--- config.mk ---
export PLATFORM = sky130hd
export DESIGN_NAME = tagged_field_stream_parser
export DESIGN_NICKNAME = d
export VERILOG_FILES = /design/src/rtl/core/tfsp_pkg.sv /design/src/rtl/core/tfsp_step.sv /design/src/rtl/core/tfsp_out_buf.sv /design/src/rtl/core/tagged_field_stream_parser.sv
export SDC_FILE = /design/constraint.sdc
export NUM_CORES = 1
export LEC_CHECK = 0
export ABC_AREA = 1
export BUFFER_PORTS_ARGS = -buffer_cell sky130_fd_sc_hd__buf_2
export CORE_MARGIN = 2
export CORE_UTILIZATION = 45
export CTS_CLUSTER_SIZE = 40
export DETAILED_ROUTE_END_ITERATION = 12
export GPL_TIMING_DRIVEN = 0
export PLACE_DENSITY_LB_ADDON = 0.2
export SETUP_SLACK_MARGIN = 0.05
export SLEW_MARGIN = 20
export SYNTH_ARGS = -nofsm -noshare
export SYNTH_HDL_FRONTEND = slang
export SYNTH_SLANG_ARGS = --single-unit
--- constraint.sdc ---
create_clock -name clk -period 13.01 [get_ports clk]
set_input_delay 2.602 -clock clk [delete_from_list [all_inputs] [get_ports clk]]
set_output_delay 2.602 -clock clk [all_outputs]
set_load 0.01 [all_outputs]
--- src/rtl/core/tfsp_pkg.sv ---
// ----------------------------------------------------------------------------
// tfsp_pkg
// Types, codes and the tag decode table of the tagged field stream parser.
// ----------------------------------------------------------------------------
`default_nettype none

package tfsp_pkg;

  typedef struct packed {
    logic [7:0] data_byte;
    logic       last_byte;
  } in_t;

  typedef struct packed {
    logic [2:0]  field_kind;
    logic [63:0] field_value;
    logic [7:0]  string_length;
    logic        field_end;
    logic [1:0]  status;
    logic        payload_end;
  } out_t;

  typedef enum logic [2:0] {
    PH_TAG,
    PH_NUM,
    PH_SLEN,
    PH_SCHR,
    PH_ERR
  } phase_t;

  localparam logic [2:0] KIND_CHAR   = 3'd0;
  localparam logic [2:0] KIND_SHORT  = 3'd1;
  localparam logic [2:0] KIND_INT32  = 3'd2;
  localparam logic [2:0] KIND_FLOAT  = 3'd3;
  localparam logic [2:0] KIND_STRING = 3'd4;
  localparam logic [2:0] KIND_OBJID  = 3'd5;
  localparam logic [2:0] KIND_TIME   = 3'd6;

  localparam logic [1:0] ST_OK      = 2'd0;
  localparam logic [1:0] ST_BADTAG  = 2'd1;
  localparam logic [1:0] ST_TRUNC   = 2'd2;
  localparam logic [1:0] ST_TOOLONG = 2'd3;

  localparam logic [7:0] TAG_CHAR   = 8'h63;  // 'c'
  localparam logic [7:0] TAG_SHORT  = 8'h68;  // 'h'
  localparam logic [7:0] TAG_INT32  = 8'h64;  // 'd'
  localparam logic [7:0] TAG_FLOAT  = 8'h66;  // 'f'
  localparam logic [7:0] TAG_STRING = 8'h73;  // 's'
  localparam logic [7:0] TAG_OBJID  = 8'h6e;  // 'n'
  localparam logic [7:0] TAG_TIME   = 8'h74;  // 't'

  typedef struct packed {
    logic       known;
    logic [2:0] kind;
    logic [7:0] len;
  } tag_info_t;

  function automatic tag_info_t tag_lookup(input logic [7:0] b);
    tag_info_t info;
    info = '0;
    info.known = 1'b1;
    unique case (b)
      TAG_CHAR:   begin info.kind = KIND_CHAR;   info.len = 8'd1; end
      TAG_SHORT:  begin info.kind = KIND_SHORT;  info.len = 8'd2; end
      TAG_INT32:  begin info.kind = KIND_INT32;  info.len = 8'd4; end
      TAG_FLOAT:  begin info.kind = KIND_FLOAT;  info.len = 8'd4; end
      TAG_STRING: begin info.kind = KIND_STRING; info.len = 8'd0; end
      TAG_OBJID:  begin info.kind = KIND_OBJID;  info.len = 8'd8; end
      TAG_TIME:   begin info.kind = KIND_TIME;   info.len = 8'd8; end
      default:    info.known = 1'b0;
    endcase
    return info;
  endfunction

endpackage

`default_nettype wire

--- src/rtl/core/tfsp_step.sv ---
// ----------------------------------------------------------------------------
// tfsp_step
// Parser state and the single-pass update for one transferred byte.
// ----------------------------------------------------------------------------
`default_nettype none

module tfsp_step #(
  parameter int MAX_PAYLOAD = 512
) (
  input  wire logic         clk,
  input  wire logic         rst_n,
  input  wire logic         accept,
  input  wire tfsp_pkg::in_t  in_item,
  output logic              res_valid,
  output tfsp_pkg::out_t    res
);
  import tfsp_pkg::*;

  localparam int OFF_W = $clog2(MAX_PAYLOAD + 1);
  localparam logic [OFF_W-1:0] OFF_MAX = OFF_W'(MAX_PAYLOAD);
  localparam logic [OFF_W-1:0] OFF_ONE = OFF_W'(1);

  phase_t           phase_r, phase_nxt;
  logic [2:0]       kind_r, kind_nxt;
  logic [7:0]       left_r, left_nxt;
  logic [63:0]      acc_r, acc_nxt;
  logic [OFF_W-1:0] off_r, off_nxt;
  logic [7:0]       held_r, held_nxt;

  logic [7:0]  b;
  logic        last;
  logic        too_long;
  logic [7:0]  left_dec;
  logic [63:0] acc_sh;
  tag_info_t   tag;

  assign b        = in_item.data_byte;
  assign last     = in_item.last_byte;
  assign too_long = (off_r >= OFF_MAX);
  assign left_dec = left_r - {7'd0, (left_r != 8'd0)};
  assign acc_sh   = {acc_r[55:0], b};
  assign tag      = tag_lookup(b);

  // next phase
  always_comb begin
    phase_nxt = phase_r;
    if (phase_r != PH_ERR) begin
      if (too_long) begin
        phase_nxt = PH_ERR;
      end else begin
        unique case (phase_r)
          PH_TAG: begin
            if (!tag.known) phase_nxt = PH_ERR;
            else if (tag.kind == KIND_STRING) phase_nxt = PH_SLEN;
            else phase_nxt = PH_NUM;
          end
          PH_NUM:  if (left_dec == 8'd0) phase_nxt = PH_TAG;
          PH_SLEN: phase_nxt = (b == 8'd0) ? PH_TAG : PH_SCHR;
          PH_SCHR: if (left_dec == 8'd0) phase_nxt = PH_TAG;
          default: phase_nxt = PH_ERR;
        endcase
      end
    end
    if (last) phase_nxt = PH_TAG;
  end

  // datapath and result
  always_comb begin
    kind_nxt  = kind_r;
    left_nxt  = left_r;
    acc_nxt   = acc_r;
    off_nxt   = off_r;
    held_nxt  = held_r;
    res_valid = 1'b0;
    res       = '0;
    res.payload_end = last;
    if (phase_r != PH_ERR) begin
      if (too_long) begin
        res_valid  = 1'b1;
        res.status = ST_TOOLONG;
      end else begin
        off_nxt = off_r + OFF_ONE;
        unique case (phase_r)
          PH_TAG: begin
            if (!tag.known) begin
              res_valid       = 1'b1;
              res.status      = ST_BADTAG;
              res.field_value = {56'd0, b};
            end else begin
              kind_nxt = tag.kind;
              acc_nxt  = '0;
              left_nxt = tag.len;
              held_nxt = '0;
              if (last) begin
                res_valid      = 1'b1;
                res.field_kind = tag.kind;
                res.status     = ST_TRUNC;
              end
            end
          end
          PH_NUM: begin
            acc_nxt  = acc_sh;
            left_nxt = left_dec;
            res.field_kind = kind_r;
            if (left_dec == 8'd0) begin
              res_valid       = 1'b1;
              res.field_value = acc_sh;
              res.field_end   = 1'b1;
            end else if (last) begin
              res_valid  = 1'b1;
              res.status = ST_TRUNC;
            end
          end
          PH_SLEN: begin
            held_nxt = b;
            left_nxt = b;
            res.field_kind = KIND_STRING;
            if (b == 8'd0) begin
              res_valid     = 1'b1;
              res.field_end = 1'b1;
            end else if (last) begin
              res_valid         = 1'b1;
              res.string_length = b;
              res.status        = ST_TRUNC;
            end
          end
          PH_SCHR: begin
            left_nxt          = left_dec;
            res_valid         = 1'b1;
            res.field_kind    = KIND_STRING;
            res.field_value   = {56'd0, b};
            res.string_length = held_r;
            res.field_end     = (left_dec == 8'd0);
            if (left_dec != 8'd0 && last) res.status = ST_TRUNC;
          end
          default: ;
        endcase
      end
    end
    // close the payload
    if (last) begin
      kind_nxt = '0;
      left_nxt = '0;
      acc_nxt  = '0;
      off_nxt  = '0;
      held_nxt = '0;
    end
  end

  always_ff @(posedge clk) begin
    if (!rst_n) begin
      phase_r <= PH_TAG;
      kind_r  <= '0;
      left_r  <= '0;
      acc_r   <= '0;
      off_r   <= '0;
      held_r  <= '0;
    end else if (accept) begin
      phase_r <= phase_nxt;
      kind_r  <= kind_nxt;
      left_r  <= left_nxt;
      acc_r   <= acc_nxt;
      off_r   <= off_nxt;
      held_r  <= held_nxt;
    end
  end

endmodule

`default_nettype wire

--- src/rtl/core/tfsp_out_buf.sv ---
// ----------------------------------------------------------------------------
// tfsp_out_buf
// Result register with a skid entry; stall toward the input is registered.
// ----------------------------------------------------------------------------
`default_nettype none

module tfsp_out_buf (
  input  wire logic           clk,
  input  wire logic           rst_n,
  input  wire logic           push,
  input  wire tfsp_pkg::out_t push_data,
  output logic                full,
  output logic                out_valid,
  input  wire logic           out_stall,
  output tfsp_pkg::out_t      out_data
);
  import tfsp_pkg::*;

  logic out_valid_r, out_valid_nxt;
  logic skid_valid_r, skid_valid_nxt;
  out_t out_data_r, out_data_nxt;
  out_t skid_data_r, skid_data_nxt;
  logic pop;

  assign pop       = out_valid_r && !out_stall;
  assign full      = skid_valid_r;
  assign out_valid = out_valid_r;
  assign out_data  = out_data_r;

  always_comb begin
    out_valid_nxt  = out_valid_r;
    skid_valid_nxt = skid_valid_r;
    out_data_nxt   = out_data_r;
    skid_data_nxt  = skid_data_r;
    if (skid_valid_r) begin
      // input is stalled; drain the skid entry
      if (pop) begin
        out_data_nxt   = skid_data_r;
        skid_valid_nxt = 1'b0;
      end
    end else if (push) begin
      if (!out_valid_r || pop) begin
        out_data_nxt  = push_data;
        out_valid_nxt = 1'b1;
      end else begin
        skid_data_nxt  = push_data;
        skid_valid_nxt = 1'b1;
      end
    end else if (pop) begin
      out_valid_nxt = 1'b0;
    end
  end

  always_ff @(posedge clk) begin
    if (!rst_n) begin
      out_valid_r  <= 1'b0;
      skid_valid_r <= 1'b0;
    end else begin
      out_valid_r  <= out_valid_nxt;
      skid_valid_r <= skid_valid_nxt;
    end
  end

  always_ff @(posedge clk) begin
    out_data_r  <= out_data_nxt;
    skid_data_r <= skid_data_nxt;
  end

endmodule

`default_nettype wire

--- src/rtl/core/tagged_field_stream_parser.sv ---
// ----------------------------------------------------------------------------
// tagged_field_stream_parser
// Tag/length/value stream parser producing one result per field, char or error.
// ----------------------------------------------------------------------------
// Throughput: one byte per cycle while in_stall is low; the parser state
// updates in a single pass. A result is registered before it reaches out_data.
// The result register plus one skid entry absorbs out_stall; in_stall is
// raised only while the skid entry holds a result.
// Reset: synchronous active-low rst_n returns the parser to waiting for a tag
// and empties the result buffer.
// ----------------------------------------------------------------------------
`default_nettype none

module tagged_field_stream_parser #(
  parameter int MAX_PAYLOAD = 512
) (
  input  wire logic           clk,
  input  wire logic           rst_n,
  input  wire logic           in_valid,
  output logic                in_stall,
  input  wire tfsp_pkg::in_t  in_data,
  output logic                out_valid,
  input  wire logic           out_stall,
  output tfsp_pkg::out_t      out_data
);
  import tfsp_pkg::*;

  logic accept;
  logic res_valid;
  out_t res;
  logic buf_full;

  assign in_stall = buf_full;
  assign accept   = in_valid && !buf_full;

  tfsp_step #(
    .MAX_PAYLOAD(MAX_PAYLOAD)
  ) u_step (
    .clk      (clk),
    .rst_n    (rst_n),
    .accept   (accept),
    .in_item  (in_data),
    .res_valid(res_valid),
    .res      (res)
  );

  tfsp_out_buf u_out_buf (
    .clk      (clk),
    .rst_n    (rst_n),
    .push     (accept && res_valid),
    .push_data(res),
    .full     (buf_full),
    .out_valid(out_valid),
    .out_stall(out_stall),
    .out_data (out_data)
  );

  // skid entry only fills behind a held result
  a_stall_has_result: assert property (@(posedge clk) disable iff (!rst_n)
    in_stall |-> out_valid)
    else $error("input stalled with no result pending");

  a_end_is_ok: assert property (@(posedge clk) disable iff (!rst_n)
    (out_valid && out_data.field_end) |-> (out_data.status == ST_OK))
    else $error("completed field carries an error status");

  a_len_only_string: assert property (@(posedge clk) disable iff (!rst_n)
    (out_valid && out_data.field_kind != KIND_STRING) |->
      (out_data.string_length == 8'd0))
    else $error("string length on a non-string result");

endmodule

`default_nettype wire
### Word-level counts from Yosys, hierarchy flattened

Index checks and enable logic that the tools add are counted.

* bits in registers: 248
* output and inout port bits: 81
* word-level logic and storage cells: 148

* $add $sub $neg: 2
* order comparisons: 1
* equality and inequality tests: 17
* mux-type cells: 72
* bitwise gates (word level): 2
* reduce and logical (&&, ||, !) cells: 34

Operators with widths (count)
* 79-bit 2-to-1 mux: 4
* 56-bit 2-to-1 mux: 4
* 64-bit case mux with 3 select lines: 1
* 56-bit case mux with 2 select lines: 1
* 8-bit 2-to-1 mux: 11
* 78-bit 2-to-1 mux: 1
* 11-bit case mux with 7 select lines: 1
* 76-bit 2-to-1 mux: 1
* 64-bit 2-to-1 mux: 1
* 8-bit by 7-bit == test with 1-bit output, second input constant: 7
* 3-bit 2-to-1 mux: 12
* 8-bit case mux with 2 select lines: 2
* 10-bit 2-to-1 mux: 3
* 8-bit case mux with 3 select lines: 1
* 5-bit AND reduction: 4
* 3-bit case mux with 3 select lines: 2
* 8-bit zero test: 2
* 1-bit 2-to-1 mux: 16
* 2-bit 2-to-1 mux: 8
* 8-bit nonzero test: 2
* 3-bit AND reduction: 5
* 2-bit nonzero test: 6
* 10-bit by 1-bit adder with 10-bit output, second input constant: 1
* 10-bit greater-or-equal comparator, second input constant: 1
* 20 further kinds: 31

### Longest topological paths before layout

* depth after elaboration: 11
* gate-level depth with buffers: 20

### Modules after synthesis

Synthesis repeated with hierarchy kept, for this count alone.

* cell total of the unflattened synthesis: 1212
* area, all modules: 10757.8 sq um

Modules (own cells, without submodules)
* tfsp_out_buf: times used 1, cells each 432, area an instance 5873.1 sq um, seq. area each 4784.6 sq um
* tfsp_step: times used 1, cells each 775, area an instance 4860.9 sq um, seq. area each 1761.7 sq um
* tagged_field_stream_parser: times used 1, cells each 5, area an instance 23.8 sq um, seq. area each 0.0 sq um

### Worst setup path before layout

No wires, ideal clock.

* kind: input to register
* start: in out_stall
* end: reg u_out_buf.out_data_r (netlist bit u_out_buf.out_data[0]) (enable)
* arrival time: 8.245 ns
* data required time: 12.385 ns
* setup slack: 4.140 ns
* cell stages on the path: 3
* path through: inv_1 > nand2_1 > o21ai_0

* word-level cells in the longest chain between the ends: 5

Ends and longest elaborated chain
* from (decl): RTL line tagged_field_stream_parser.sv:23 `input wire logic out_stall,`
* 1-bit zero test *: RTL line tfsp_out_buf.sv:25 `assign pop = out_valid_r && !out_stall;`
* 1-bit logical AND *: RTL line tfsp_out_buf.sv:25
* 1-bit logical OR: RTL line tfsp_out_buf.sv:42 `if (!out_valid_r || pop) begin`
* 2-bit nonzero test (no source line)
* 3-bit AND reduction (no source line) *
* to (signal assigned): RTL line tfsp_out_buf.sv:65 `out_data_r <= out_data_nxt;`
* to (decl): RTL line tfsp_out_buf.sv:21 `out_t out_data_r, out_data_nxt;`

Every way passes the cells marked *; elsewhere a longest branch is shown, timed or not.
A chain may end at the register's enable or synchronous reset.

### Final worst setup path

* start: in in_data[0] in the netlist's numbering
* end: reg u_out_buf.out_data_r (netlist bit u_out_buf.out_data[56]) (enable)

* word-level cells in the longest chain between the ends: 8

Ends and longest elaborated chain
* from (decl): RTL line tagged_field_stream_parser.sv:21 `input wire tfsp_pkg::in_t in_data,`
* 1-bit 2-to-1 mux *: RTL line tfsp_step.sv:94, tfsp_step.sv:109, tfsp_step.sv:121
* 1-bit 2-to-1 mux, on equally long branches: RTL line tfsp_step.sv:118, tfsp_step.sv:85, tfsp_step.sv:105
* 1-bit case mux with 4 select lines *: RTL line tfsp_step.sv:83 `unique case (phase_r)`
* 1-bit 2-to-1 mux *: RTL line tfsp_step.sv:78 `if (too_long) begin`
* 1-bit 2-to-1 mux *: RTL line tfsp_step.sv:77 `if (phase_r != PH_ERR) begin`
* 1-bit logical AND *: RTL line tagged_field_stream_parser.sv:50 `.push (accept && res_valid),`
* 2-bit nonzero test (no source line) *
* 3-bit AND reduction (no source line) *

Marks and branches as above.

==> impl_metrics.tcl <==
set metrics [dict create \
    crit_required_ns 13.24 \
    r2r_cells 17 \
    cts_resized 0 \
    holdWs_ns 0.469 \
    drv_cap 0 \
    cts_buffer_depth 3 \
    drcViolationCount 0 \
    crit_slowest_cell "o21ai_4" \
    clkSinkCount 248 \
    detail_route.wl_per_cell_um 16.0 \
    vias 8369 \
    p_sw_frac 0.255 \
    grt_overflow_total 0 \
    ys_seq_area_frac 0.592 \
    count_of_buffers_inserted_at_the_top_level_ports 93 \
    power_report.internal_total_w 0.00138 \
    setup.worst_path.class "primary input to flip-flop" \
    clk_latency_ns 0.54 \
    power.share.sequential 0.495 \
    skew_ns 0.0142 \
    groute.layer.met1.usage 0.309 \
    setup_viol 0 \
    grt_start_max_net_pins 47 \
    cts-hold-fix-buffers 0 \
    ys_async_sr_fraction 0 \
    critical_path.startpoint_type "primary input" \
    final.period_utilization 0.355 \
    top_level_ports 94 \
    final-seq-area_um2 6550 \
    yosys_warnings 0 \
    run_status "finished clean" \
    cts_setup_buffers 0 \
    antenna_found_initial 0 \
    pwr-share-clk 0.393 \
    power.net_switching_w 0.000471 \
    ctsRootBufferMaster "clkbuf_16" \
    net_count_after_synthesis 1200 \
    cts_tree "built" \
    min_delay_path_depth 2 \
    static-leakage-power_nw 4.99 \
    grt_util_all_layers 0.204 \
    initial_utilization 0.457 \
    final-max-slew-violation-count 0 \
    syn-cell-area_um2 11000 \
    grt_use_met2 0.307 \
    hpwlAfterDp_um 18900 \
    floorplan.rows 57 \
    clk_pin_slew_worst_paths_ns 0.06 \
    grt_setup_unrepaired "no" \
    synthCells 1183 \
    grt.met3_usage 0.0266 \
    drt-initial-drc-count 736 \
    first_pass_iters 7 \
    multiInputGateArea_um2 3870 \
    worst_slew_pin_slew_ns 0.784 \
    synth-main-ff-cell "edfxtp_1" \
    clock.fmax_mhz 216 \
    final_core_util 0.532 \
    final.setup.tns_ns 0 \
    worstPathArrival_ns 4.86 \
    worst_slew_margin_rel 0.476 \
    pwr_density_cell_nw_per_um2 144 \
    fp.dieArea_um2 25800 \
    timing_hold_violations_final 0 \
    routed_via_density 5.06 \
    area_growth_syn_to_layout_pct 16.5 \
    period_minus_slack_ns 4.62 \
    layout-drive-gt1-share 0.185 \
    grt_first_pass_wirelength_um 42300 \
    timing.critical_path.max_delay_family "buffers and inverters" \
    power.combinational.fraction 0.112 \
    grt_busiest_layer "met1" \
    finalWirelength_um 26500 \
    gp_routability_congestion 0.901 \
    core_region_area_um2 24200 \
    endpoint_kind "flip-flop" \
    cts_max_level 1 \
    cp_num_cells 11 \
    worst-path-max-fanout 26 \
    die_w_um 161 \
    crit_path_cell_trace "buf_2, buf_2, inv_1, clkbuf_1, nand2_1, o31ai_1, nand4_1, nand3_1, o21ai_4, buf_16, buf_16" \
    dieHeight_um 161 \
    post_synth_num_cell_types 42 \
    number_of_enable_flip_flop_cells_after_synthesis 158 \
    final_antenna_net_count 0 \
    grt_pass1_vias 7882 \
    final_net_count 1326 \
    synth_area_per_cell_um2 9.34 \
    vdd.ir_drop.worst_uv 88.1 \
    synth.ff_latch_count 248 \
    worstPathBufferInverterCount 6 \
    hold_path_class "flip-flop to flip-flop" \
    critPathMaxStageDelay_ns 0.33 \
    numCtsBuffers 27 \
    antenna_cells 0 \
    layout.filler_cells 2261 \
]
==> power groups by stage <==
stage,clock network (W),registers (W),logic [W]
global route,0.000771,0.000921,0.000230
finish,0.000726,0.000916,0.000208
global placement,0,0.000944,0.000195
CTS,0.000740,0.000916,0.000208
floorplan,0,0.000946,0.000120
detailed placement,0,0.000932,0.000207
==> worst reg2reg max path: stages (launching register included) <==
cell     delay, ns
dfxtp_1       0.35
nor2_2        0.19
nand2_1       0.10
nor4_1        0.19
nand2_1       0.09
ha_1          0.22
ha_1          0.26
nand2_1       0.09
nand2_1       0.07
nor2_1        0.09
nand3_1       0.08
nor2_1        0.18
nand4_1       0.15
nand4_1       0.17
nand3_1       0.17
o21ai_4       0.33
buf_16        0.25
buf_16        0.20
==> state kept, by name, summed over array words and instances (netlist names) <==
| name | count |
|---|---|
| u_out_buf.full | 1 |
| u_out_buf.out_data | 79 |
| u_out_buf.out_valid | 1 |
| u_out_buf.skid_data_r | 79 |
| u_step.acc_r | 56 |
| u_step.held_r | 8 |
| u_step.kind_r | 3 |
| u_step.left_r | 8 |
| u_step.off_r | 10 |
| u_step.phase_r | 3 |
==> worst paths after layout <==
check / slack (ns) / to / start
worst max-delay path: 8.39 / u_out_buf.out_data[56]$_DFFE_PP_ / in_data[0]
worst min-delay path: 0.47 / u_step.held_r[0]$_SDFFE_PN0P_ / u_step.held_r[0]$_SDFFE_PN0P_
worst max register to register: 9.53 / u_out_buf.out_data[56]$_DFFE_PP_ / u_step.left_r[2]$_SDFFE_PN0P_
worst min register to register: 0.47 / u_step.held_r[0]$_SDFFE_PN0P_ / u_step.held_r[0]$_SDFFE_PN0P_
==> cell type report <==
type,instances,share of cell area
Inverter,76,0.0226
Multi-Input combinational cell,794,0.300
Clock buffer,32,0.0540
Buffer,65,0.0280
Tap cell,324,0.0315
Timing Repair Buffer,97,0.0441
Sequential cell,248,0.509
Clock inverter,18,0.0107
==> metrics by stage <==
step | setup slack (ns) | total power (W) | instances | cell area, um^2
after floorplan | 4.14 | 0.00107 | 1183 | 11000
after global placement | 1.54 | 0.00114 | 1600 | 11900
after detailed placement | 7.85 | 0.00114 | 1604 | 12000
after CTS | 8.40 | 0.00186 | 1654 | 12900
after global routing | 8.22 | 0.00192 | 1654 | 12900
final | 8.39 | 0.00185 | 1654 | 12900
==> synthesized netlist by cell type (4+ instances only) <==
| master | number | area share |
|---|---|---|
| nand4_1 | 5 | 0.0028 |
| buf_2 | 9 | 0.0041 |
| o21ai_1 | 18 | 0.0082 |
| inv_1 | 62 | 0.021 |
| nand2_2 | 4 | 0.0023 |
| clkbuf_1 | 40 | 0.014 |
| edfxtp_1 | 158 | 0.43 |
| nand2_1 | 188 | 0.064 |
| o21ai_0 | 61 | 0.028 |
| nor2_2 | 28 | 0.016 |
| a31oi_1 | 4 | 0.0023 |
| a211oi_1 | 5 | 0.0034 |
| ha_1 | 4 | 0.0045 |
| nand3_1 | 92 | 0.042 |
| nand3_2 | 4 | 0.0036 |
| inv_2 | 13 | 0.0044 |
| nor2_1 | 223 | 0.076 |
| nor3_1 | 4 | 0.0018 |
| a21oi_1 | 105 | 0.048 |
| dfxtp_1 | 90 | 0.16 |
| buf_6 | 12 | 0.012 |
| nor2_4 | 24 | 0.024 |
==> routing by layer <==
layer	part of all wire	up-vias
li1	-	4225
met5	0	-
met2	0.43	254
met4	0.025	0
met3	0.062	45
met1	0.49	3845
==> cells by family after synthesis <==
family	Yosys count	share of synthesized area
simple gates	585	0.246
compound gates	203	0.0964
buf+inv	141	0.0587
fa+ha+maj	4	0.00453
xor+xnor	2	0.00159
flops	248	0.592
==> cell usage in the layout, fill, tap and decap left out, drive strengths merged <==
master	netlist	layout
a32oi	1	1
a211oi	5	5
nor3	8	8
a21oi	105	105
inv	76	77
nand3	96	96
nor2	276	276
nand2	195	195
clkbuf	43	75
bufinv	0	2
clkinv	0	13
nor4	1	1
a31oi	4	4
a221oi	2	2
o221ai	1	1
o21ai	81	81
o31ai	2	2
buf	22	119
ha	4	4
or2	1	1
nor3b	3	3
clkinvlp	0	2
xor2	2	2
o22ai	1	1
dfxtp	90	90
o211ai	1	1
nand4	5	5
edfxtp	158	158
Power figures use the tool's default switching activity.
